`config.mk`:
```
export PLATFORM = sky130hd
export DESIGN_NAME = pfba_ctrl
export DESIGN_NICKNAME = d
export VERILOG_FILES = /design/src/design/pfba_pkg.sv /design/src/design/pfba_ctrl.sv
export SDC_FILE = /design/constraint.sdc
export NUM_CORES = 1
export LEC_CHECK = 0
export ABC_CLOCK_PERIOD_IN_PS = 1840
export BUFFER_PORTS_ARGS = -buffer_cell sky130_fd_sc_hd__buf_4
export CAP_MARGIN = 20
export CORE_AREA = 2 2 39 41
export CTS_CLUSTER_SIZE = 25
export DETAILED_ROUTE_END_ITERATION = 10
export DIE_AREA = 0 0 41 43
export GPL_TIMING_DRIVEN = 0
export PLACE_DENSITY = 0.5
export RECOVER_POWER = 50
export SYNTH_ARGS = -nofsm -noshare
export SYNTH_HDL_FRONTEND = slang
export SYNTH_SLANG_ARGS = --single-unit
```
`constraint.sdc`:
```
create_clock -name clock -period 1.84 [get_ports clock]
set_clock_uncertainty 0.2 [all_clocks]
set_input_delay 0.552 -clock clock [delete_from_list [all_inputs] [get_ports clock]]
set_output_delay 0.552 -clock clock [all_outputs]
set_load 0.02 [all_outputs]
```
`src/design/pfba_pkg.sv`:
```
// Shared types and constants for the page frame bitmap allocator.
// No dependencies.
`timescale 1ns / 1ps

package pfba_pkg;

   localparam int PAGE_W = 20;
   localparam int CNT_W  = 8;
   localparam int DEF_MAX_BLOCKS      = 16;
   localparam int DEF_PAGES_PER_BLOCK = 128;

   localparam logic [2:0] OP_ADD        = 3'd0;
   localparam logic [2:0] OP_REMOVE     = 3'd1;
   localparam logic [2:0] OP_ALLOC_PAGE = 3'd2;
   localparam logic [2:0] OP_ALLOC_RUN  = 3'd3;
   localparam logic [2:0] OP_SET_FLAG   = 3'd4;
   localparam logic [2:0] OP_QUERY      = 3'd5;

   localparam logic [1:0] ST_OK   = 2'd0;
   localparam logic [1:0] ST_MISS = 2'd1;
   localparam logic [1:0] ST_FULL = 2'd2;

   localparam logic [1:0] FLAG_USED  = 2'd0;
   localparam logic [1:0] FLAG_DIRTY = 2'd1;
   localparam logic [1:0] FLAG_POUT  = 2'd2;

   typedef struct packed {
      logic [2:0]        operation;
      logic [PAGE_W-1:0] page;
      logic [CNT_W-1:0]  count;
      logic [4:0]        align_log2;
      logic [1:0]        flag_select;
      logic              flag_value;
   } req_type;

   typedef struct packed {
      logic [1:0]        status;
      logic [PAGE_W-1:0] result_page;
      logic              is_used;
      logic              is_dirty;
      logic              is_paged_out;
   } rsp_type;

   typedef struct packed {
      logic start;
      logic add;
      logic eval;
      logic next_idx;
      logic next_off;
      logic rd_next;
      logic cp_wr;
      logic rm_done;
      logic load_out;
   } ctl_cmd_type;

   typedef struct packed {
      logic [2:0] op;
      logic       hit;
      logic       run_last;
      logic       idx_end;
      logic       cp_last;
      logic       out_free;
   } dp_sts_type;

endpackage

```
`src/design/pfba_ctrl.sv`:
```
// Controller: sequences dispatch, table scan, entry shift on remove and result hand-off.
// Depends on pfba_pkg.
`timescale 1ns / 1ps

module pfba_ctrl (
   input  logic                  clock,
   input  logic                  reset,
   input  logic                  req_valid,
   output logic                  req_stall,
   input  pfba_pkg::dp_sts_type  sts,
   output pfba_pkg::ctl_cmd_type cmd
);
   import pfba_pkg::*;

   localparam logic [2:0] S_IDLE = 3'd0;
   localparam logic [2:0] S_DISP = 3'd1;
   localparam logic [2:0] S_RD   = 3'd2;
   localparam logic [2:0] S_EV   = 3'd3;
   localparam logic [2:0] S_CPRD = 3'd4;
   localparam logic [2:0] S_CPWR = 3'd5;
   localparam logic [2:0] S_FIN  = 3'd6;

   logic [2:0] state_ff, state_in;

   always_comb begin
      state_in = state_ff;
      cmd      = '0;
      case (state_ff)
         S_IDLE: begin
            if (req_valid) begin
               cmd.start = 1'b1;
               state_in  = S_DISP;
            end
         end
         S_DISP: begin
            if (sts.op == OP_ADD) begin
               cmd.add  = 1'b1;
               state_in = S_FIN;
            end else if (sts.op inside {[OP_REMOVE:OP_QUERY]}) begin
               state_in = S_RD;
            end else begin
               state_in = S_FIN;
            end
         end
         S_RD: state_in = sts.idx_end ? S_FIN : S_EV;
         S_EV: begin
            cmd.eval = 1'b1;
            case (sts.op)
               OP_REMOVE: begin
                  if (sts.hit) begin
                     state_in = S_CPRD;
                  end else begin
                     cmd.next_idx = 1'b1;
                     state_in     = S_RD;
                  end
               end
               OP_ALLOC_RUN: begin
                  if (sts.hit) begin
                     state_in = S_FIN;
                  end else if (sts.run_last) begin
                     cmd.next_idx = 1'b1;
                     state_in     = S_RD;
                  end else begin
                     cmd.next_off = 1'b1;
                  end
               end
               OP_SET_FLAG: begin
                  cmd.next_idx = 1'b1;
                  state_in     = S_RD;
               end
               default: begin
                  if (sts.hit) begin
                     state_in = S_FIN;
                  end else begin
                     cmd.next_idx = 1'b1;
                     state_in     = S_RD;
                  end
               end
            endcase
         end
         S_CPRD: begin
            if (sts.cp_last) begin
               cmd.rm_done = 1'b1;
               state_in    = S_FIN;
            end else begin
               cmd.rd_next = 1'b1;
               state_in    = S_CPWR;
            end
         end
         S_CPWR: begin
            cmd.cp_wr    = 1'b1;
            cmd.next_idx = 1'b1;
            state_in     = S_CPRD;
         end
         S_FIN: begin
            if (sts.out_free) begin
               cmd.load_out = 1'b1;
               state_in     = S_IDLE;
            end
         end
         default: state_in = S_IDLE;
      endcase
   end

   always_ff @(posedge clock) begin
      if (reset) begin
         state_ff <= S_IDLE;
      end else begin
         state_ff <= state_in;
      end
   end

   assign req_stall = (state_ff != S_IDLE);

endmodule

```
==> impl_metrics.toml, run 1 <==
[synth]
synth_nets = 64
ys_seq_area_share_pct = 17.3
yosysUniqueCellTypes = 24
ys_ff_latch = 3
syn_area_per_cell_um2 = 6.56
syn_inst = 53
netlist_area_um2 = 348
synth_top_area_share_pct = 17.3
synth_area_leaders = "dfxtp_1 17%, nor2_1 8.6%, nand2_1 6.5%"
yosysTopAreaCell = "dfxtp_1"
synth_warnings = 0

[clock_network]
cts_tree = "yes"
cts_max_level = 1
numCtsBuffers = 3
worstSkewPairLatency_ns = 0.24
cts_root_buf = "clkbuf_4"
cts.path.max_buffers = 2
cts.sinks = 3
clk_pin_slew_worst_paths_ns = 0.04

[critical_path]
rrSetupSlack_ns = 0.30
crit_chain = "buf_8, nor3b_4, o21ai_1, a31o_1, buf_6"
r2r_end = "state_ff[1]$_SDFFE_PP0P_"
cp_slowest_stage_delay_ns = 0.24
r2r_start = "state_ff[1]$_SDFFE_PP0P_"
worstSetupPathType = "in2out"
crit_fanout = 5
cp_data_required_time_ns = 1.09
r2r_cells = 4
endpoint = "cmd[5]"
worstPathArrival_ns = 1.32
critical_path.endpoint_type = "primary output"
start_kind = "primary input"
crit_start = "sts[7]"
cpMaxStageDelayCell = "nor3b_4"

[drt]
drtIter0Drc = 13
postRouteAntennaNets = 0
wl_per_cell_um = 12.6
dr.pass1.iters = 4
vias_per_cell = 4.97
num_vias = 512
drcViolationCount = 0
routed_wirelength_um = 1290

[finish]
syn_to_final_growth_pct = 132
fin_nets = 99
top_register = "state_ff"
nFillCells = 137
drive_above_1_share_pct = 63.2
antennaDiodeCount = 0
largestRegisters = "state_ff: 3 flops"
largest_reg_flops = 3

[floorplan]
rows = 14
io_pins = 21
core_area_mm2 = 0.00138
die_height_um = 43
dieArea_mm2 = 0.00176
start_util_pct = 25.1
die_w_um = 41

[worst_hold_path]
min_path_type = "in2reg"

[power_and_ir_drop]
p_total_w = 0.000489
peakVddDrop_v = 0.000231
p_leak_nw = 0.378
powerDensity_mw_per_mm2 = 607

[run_status]
status = "finished, violations left"
failed_checks = "setup timing"

[place]
port_buffers = 20
dp_hpwl_um = 781
place_congestion = 0.673

[global_routing]
grt_max_degree = 8
grt_pass1_vias = 497
grt_antenna_before_repair = 0
grt_remaining_overflow = 0
grt_pass1_wl_um = 2080
gr-usage-all-layers_pct = 17.2

[sta]
rsz0062_at_grt = "true"
relSlewSlack_pct = 82.0
period_needed_ns = 2.07
slew_violations = 0
finalHoldViolCount = 0
setup_total_negative_slack_ns = -1.03
finalCritPeriodShare_pct = 112
max_freq_ghz = 0.483
setup_ws_ns = -0.229
tightest_slew_ns = 0.269
setup_viol = 7

[flow_run]
maxCapViolations = 0
==> power by group <==
group | switching, W | internal (W)
registers | 0.0000240 | 0.0000768
logic | 0.000116 | 0.000151
clock network | 0.0000400 | 0.0000816
==> cell usage after synthesis (all sizes together) <==
library cell and count:
o21ai 3, nor2 8, inv 4, o22ai 1, buf 3, nand2b 2, a221oi 2, a31o 1
and3 1, a32o 1, nor3 1, and2 1, nor2b 3, or2 1, or3 2, nor3b 4
dfxtp 3, a21oi 2, nor4b 1, nand3 1, nand2 6, o21bai 2
==> layout by cell type (no fill, tap or decap), types with 2 or more instances in the layout <==
cell type and count:
nor2_4 3, o21ai_0 2, a21oi_1 2, nand2_4 2, buf_8 2, nor2_1 5, buf_6 11, nor2b_1 2
buf_4 19, o21bai_1 2, dfxtp_4 3, inv_1 3, clkbuf_4 3, nor3b_1 2, nand2_1 4, nand2b_1 2
==> area by class of cell <==
class | instances | area (um^2) | area share, %
multi-input combinational | 43 | 357 | 44.3
inverter | 4 | 15.0 | 1.86
tap | 16 | 20.0 | 2.48
timing repair buffer | 33 | 317 | 39.3
sequential | 3 | 71.3 | 8.85
clock buffer | 4 | 26.3 | 3.26
==> worst min-delay path by stage <==
stage	start	end	slack, ns	depth (start not counted)
floorplan	reset	state_ff[0]$_SDFFE_PP0P_	0.42	1
global placement	state_ff[1]$_SDFFE_PP0P_	state_ff[2]$_SDFFE_PP0P_	0.51	3
detailed placement	state_ff[0]$_SDFFE_PP0P_	state_ff[0]$_SDFFE_PP0P_	0.52	3
CTS	reset	state_ff[0]$_SDFFE_PP0P_	0.26	2
global route	reset	state_ff[0]$_SDFFE_PP0P_	0.26	2
finish	reset	state_ff[0]$_SDFFE_PP0P_	0.26	2
==> per-stage QoR <==
stage	utilization, %	hold slack, ns	area (um^2)	instances	worst slack, ns
6_report	58.2	0.265	806	103	-0.229
5_1_grt	58.2	0.258	806	103	-0.250
4_1_cts	56.5	0.263	782	102	-0.232
3_5_place_dp	40.1	0.517	556	89	-0.269
3_3_place_gp	40.1	0.507	556	89	-0.271
2_1_floorplan	-	0.421	385	53	-0.0749
==> routing by layer <==
| metal | vias up | track usage (%) | share of wire, % |
|---|---|---|---|
| met5 | - | 0 | 0 |
| met4 | 0 | 8.00 | 1.2 |
| met3 | 3 | 3.14 | 6.0 |
| met2 | 19 | 28.4 | 51 |
| met1 | 237 | 20.1 | 42 |
| li1 | 253 | - | - |
==> kinds of logic after synthesis <==
kind of cell	after synthesis	share of synthesized area, %
compound gates	12	25.5
simple gates	31	48.6
flops	3	17.3
buf+inv	7	8.63
==> worst max-delay path: cells and delay by family <==
family                 cells  cell delay, ns
AO/OA/AOI/OAI              2            0.29
AND/OR/NAND/NOR            1            0.24
buffers and inverters      2            0.23
==> timing repair <==
action | in CTS | in global routing
setup endpoints to repair | 10 | 10
setup buffers | 10 | 3
hold buffers | 0 | 0
hold endpoints to repair | 0 | 0
gates resized for setup | 35 | 6
pin swaps | 8 | 8
No activity file was read; power rests on OpenSTA's default activity.
==> run 2: changes to the inputs <==
Settings changed: CELL_PAD_IN_SITES_DETAIL_PLACEMENT set to 0, CELL_PAD_IN_SITES_GLOBAL_PLACEMENT set to 1, CORE_AREA 2 2 39 41 to unset, CORE_MARGIN set to 2, CORE_UTILIZATION set to 25, DIE_AREA 0 0 41 43 to unset, PLACE_DENSITY 0.5 to 0.69.
==> run 2 against run 1 <==
The run still ends with setup timing left. Worst setup slack gained 0.027 ns. Sequential share of layout area shrank 0.85 points. Design area grew 6.7%. First-iteration DRC count is 77% lower.
==> impl_metrics.toml, run 2 (synthesis gave the netlist of run 1 again) <==
[sta]
setup_total_negative_slack_ns = -0.879
slew_violations = 0
setup_viol = 7
period_needed_ns = 2.04
rsz0062_at_grt = "true"
setup_ws_ns = -0.202
finalCritPeriodShare_pct = 111
max_freq_ghz = 0.490
relSlewSlack_pct = 79.6
tightest_slew_ns = 0.307
hold_slack_ns = 0.280
finalHoldViolCount = 0

[floorplan]
die_w_um = 41.3
start_util_pct = 26.7
io_pins = 21
rows = 13
core_area_mm2 = 0.00130
die_height_um = 41.3
dieArea_mm2 = 0.00171

[critical_path]
critical_path.endpoint_type = "primary output"
rrSetupSlack_ns = 0.21
r2r_start = "state_ff[1]$_SDFFE_PP0P_"
r2r_cells = 9
worstSetupPathType = "in2out"
cp_data_required_time_ns = 1.09
worstPathArrival_ns = 1.29
crit_fanout = 4
start_kind = "primary input"
r2r_end = "state_ff[0]$_SDFFE_PP0P_"
crit_start = "sts[6]"

[global_routing]
grt_max_degree = 11
grt_antenna_before_repair = 0
grt_pass1_wl_um = 1830
grt_remaining_overflow = 0
grt_pass1_vias = 432
gr-usage-all-layers_pct = 16.1

[drt]
dr.pass1.iters = 4
wl_per_cell_um = 12.6
drtIter0Drc = 3
routed_wirelength_um = 1360
vias_per_cell = 4.81
drcViolationCount = 0
num_vias = 519
postRouteAntennaNets = 0

[power_and_ir_drop]
p_clk_share_pct = 22.8
comb_power_share_pct = 58.3
powerDensity_mw_per_mm2 = 574
switchingPower_w = 0.000176
p_sw_share_pct = 35.7
intPower_w = 0.000317
p_leak_nw = 0.407
pwr-share-seq_pct = 18.9
peakVddDrop_v = 0.000442

[clock_network]
cts_tree = "yes"
cts_root_buf = "clkbuf_4"
worstSkewPairLatency_ns = 0.23
clk_pin_slew_worst_paths_ns = 0.04
cts.path.max_buffers = 2
cts_max_level = 1
hold_buffers = 0
cts.sinks = 3
numCtsBuffers = 3

[finish]
final_common_cell = "buf_4"
antennaDiodeCount = 0
top_register = "state_ff"
drive_above_1_share_pct = 66.7
fin_nets = 105
largestRegisters = "state_ff: 3 flops"
multi_input_area_um2 = 360
nFillCells = 106
largest_reg_flops = 3
final_cells = 108
regArea_um2 = 68.8
syn_to_final_growth_pct = 147
final_cell_mix = "22 x buf_4, 12 x buf_6, 5 x nor2_1, 4 x nand2_1"

[run_status]
failed_checks = "setup timing"
status = "finished, violations left"

[worst_hold_path]
hp-start = "reset"
min_path_cells = 2
min_path_type = "in2reg"
hold_end = "state_ff[0]$_SDFFE_PP0P_"

[place]
port_buffers = 20
place_congestion = 0.702
dp_cells = 88
dp_hpwl_um = 785

[flow_run]
maxCapViolations = 0
## run 2: worst max path at each step
| stage | endpoint | slack (ns) |
|---|---|---|
| floorplan | cmd[7] | -0.07 |
| global placement | cmd[7] | -0.26 |
| detailed placement | cmd[7] | -0.25 |
| CTS | cmd[5] | -0.20 |
| global route | cmd[7] | -0.23 |
| finish | cmd[7] | -0.20 |
## run 2: metrics by stage
stage          cell area (um^2)  worst slack [ns]  utilization [%]  power [W]
2_1_floorplan               385           -0.0749                -   0.000200
3_3_place_gp                554            -0.261             42.6   0.000268
3_5_place_dp                554            -0.254             42.6   0.000267
4_1_cts                     774            -0.202             59.5   0.000453
5_1_grt                     860            -0.233             66.1   0.000533
6_report                    860            -0.202             66.1   0.000494
## run 2: per-layer routing
metal | vias to the layer above | share of wire, % | GRT usage (%)
met5 | - | 0 | 0
met4 | 0 | 0 | 0
met3 | 0 | 3.2 | 4.79
met2 | 9 | 52 | 27.0
met1 | 244 | 45 | 21.7
li1 | 266 | - | -
## run 2: area by class of cell
type	count	area share (%)
multi-input cells	43	41.9
repair buffers	38	41.3
flip-flops and latches	3	8.01
clock buffers	4	3.06
well taps	15	2.18
plain buffers	1	1.75
inverters	4	1.75
## run 2: worst max-delay path: stages
cell and delay, ns:
buf_8 0.10, or2_4 0.26, nor4b_4 0.20, buf_4 0.17
## run 2: power groups by stage
stage	clock network [W]	registers (W)	logic, W
2_1_floorplan	0	0.0000780	0.000122
3_3_place_gp	0	0.0000794	0.000189
3_5_place_dp	0	0.0000796	0.000188
4_1_cts	0.000121	0.0000888	0.000244
5_1_grt	0.000128	0.0000951	0.000309
6_report	0.000112	0.0000932	0.000288
## run 2: timing repair
action,4_1_cts,5_1_grt
endpoints found under the hold margin,0,0
buffers inserted,12,8
cloned,0,0
gates resized for setup,30,14
endpoints found under the setup margin,10,11
pin swaps,7,12
==> run 3: changes to the inputs <==
Settings changed: CORE_AREA set to 2 2 39 41, CORE_MARGIN 2 to unset, CORE_UTILIZATION 25 to unset, CTS_BUF_LIST set to sky130_fd_sc_hd__clkbuf_8, DIE_AREA set to 0 0 41 43, PLACE_DENSITY 0.69 to 0.72.
==> run 3 against run 2 <==
Via count is 1.3% higher. Design area is 7.0% lower. Power increased by 14%. Highest routed layer is now met4. The run still ends with setup timing left.
==> impl_metrics.toml, run 3 (synthesis gave the netlist of run 1 again) <==
[critical_path]
critical_path.endpoint_type = "primary output"
cp_data_required_time_ns = 1.09
worstSetupPathType = "in2out"
crit_fanout = 5
start_kind = "primary input"
worstPathArrival_ns = 1.31

[finish]
top_register = "state_ff"
largest_reg_flops = 3
largestRegisters = "state_ff: 3 flops"
fin_nets = 101
antennaDiodeCount = 0
final_cell_mix = "22 x buf_4, 10 x buf_6, 5 x nand2_1, 5 x nor2_1, 5 x inv_1"
drive_above_1_share_pct = 60.7
final_common_cell = "buf_4"
syn_to_final_growth_pct = 130

[drt]
postRouteAntennaNets = 0
wl_per_cell_um = 13.1
drcViolationCount = 0
drtIter0Drc = 9
dr.pass1.iters = 4
num_vias = 526
routed_wirelength_um = 1380
vias_per_cell = 5.01

[global_routing]
grt_pass1_vias = 495
gr-usage-all-layers_pct = 17.5
grt_remaining_overflow = 0
grt_antenna_before_repair = 0
grt_pass1_wl_um = 2060
grt_max_degree = 11

[place]
port_buffers = 20
place_congestion = 0.647
dp_hpwl_um = 738

[sta]
relSlewSlack_pct = 81.1
setup_ws_ns = -0.220
finalCritPeriodShare_pct = 112
setup_viol = 6
period_needed_ns = 2.06
hold_slack_ns = 0.290
max_freq_ghz = 0.485
finalHoldViolCount = 0
tightest_slew_ns = 0.283
slew_violations = 0
setup_total_negative_slack_ns = -0.986
rsz0062_at_grt = "true"

[clock_network]
numCtsBuffers = 3
worstSkewPairLatency_ns = 0.22
cts_tree = "yes"
cts_root_buf = "clkbuf_8"
cts.sinks = 3
cts.path.max_buffers = 2
cts_max_level = 1
clk_pin_slew_worst_paths_ns = 0.03
hold_buffers = 0

[floorplan]
die_height_um = 43
start_util_pct = 25.1
rows = 14
core_area_mm2 = 0.00138
io_pins = 21
dieArea_mm2 = 0.00176
die_w_um = 41

[run_status]
failed_checks = "setup timing"
status = "finished, violations left"

[worst_hold_path]
min_path_type = "in2reg"

[power_and_ir_drop]
p_total_w = 0.000564
p_leak_nw = 0.385
peakVddDrop_v = 0.000233
powerDensity_mw_per_mm2 = 706

[flow_run]
maxCapViolations = 0
==> run 3: changes by cell type in the layout (fill, tap and decap cells not counted), moves of 2 or more <==
cell      before  now
buf_6         12   10
clkbuf_4       3    1
clkbuf_8       0    3
inv_1          3    5
==> run 3: where the power goes <==
group	switching (W)	internal, W	total, W
Combinational	0.000123	0.000157	0.000281
Clock	0.0000507	0.000143	0.000193
Sequential	0.0000138	0.0000765	0.0000903
Total	0.000188	0.000376	0.000564
==> run 3: metal layers <==
metal  part of all wire, %  global-route usage [%]  vias up
met1                    37                    20.2      244
met3                   6.0                    3.14        4
met2                    54                    28.1       23
met5                     0                       0        -
li1                      -                       -      255
met4                   2.2                    10.0        0
==> run 3: through the flow <==
stage / setup WS (ns) / cell area (um^2) / util [%] / std cells
after detailed placement: -0.265 / 556 / 40.1 / 89
after global placement: -0.267 / 556 / 40.1 / 89
after CTS: -0.203 / 743 / 53.7 / 99
after global routing: -0.248 / 800 / 57.8 / 105
after floorplan: -0.0749 / 385 / - / 53
final: -0.220 / 800 / 57.8 / 105
==> run 3: worst max-delay path, stage by stage <==
cell     delay (ns)
buf_8          0.11
nor3b_4        0.24
o21ai_1        0.09
a31o_1         0.19
buf_6          0.13
==> run 3: final cells by class <==
cell class,instances,area (um^2)
repair buffers,34,304
fillers,135,584
inverters,4,15.0
plain buffers,1,11.3
flip-flops and latches,3,68.8
clock buffers,3,41.3
multi-input cells,43,335
clock inverters,1,3.75
well taps,16,20.0
==> run 3: timing repair <==
action                                 in CTS  in global routing
buffers inserted                            7                  7
pin swaps                                   7                  5
resized for setup                          27                  5
setup endpoints to repair                  10                 10
endpoints found under the hold margin       0                  0
==> run 3: final timing paths <==
check                                         startpoint                  endpoint  slack [ns]  depth (start not counted)
worst max-delay path                              sts[7]                    cmd[5]       -0.22                          5
worst min-delay path                               reset  state_ff[0]$_SDFFE_PP0P_        0.29                          2
worst max register to register  state_ff[1]$_SDFFE_PP0P_  state_ff[1]$_SDFFE_PP0P_        0.26                          5
worst min register to register  state_ff[0]$_SDFFE_PP0P_  state_ff[0]$_SDFFE_PP0P_        0.41                          2
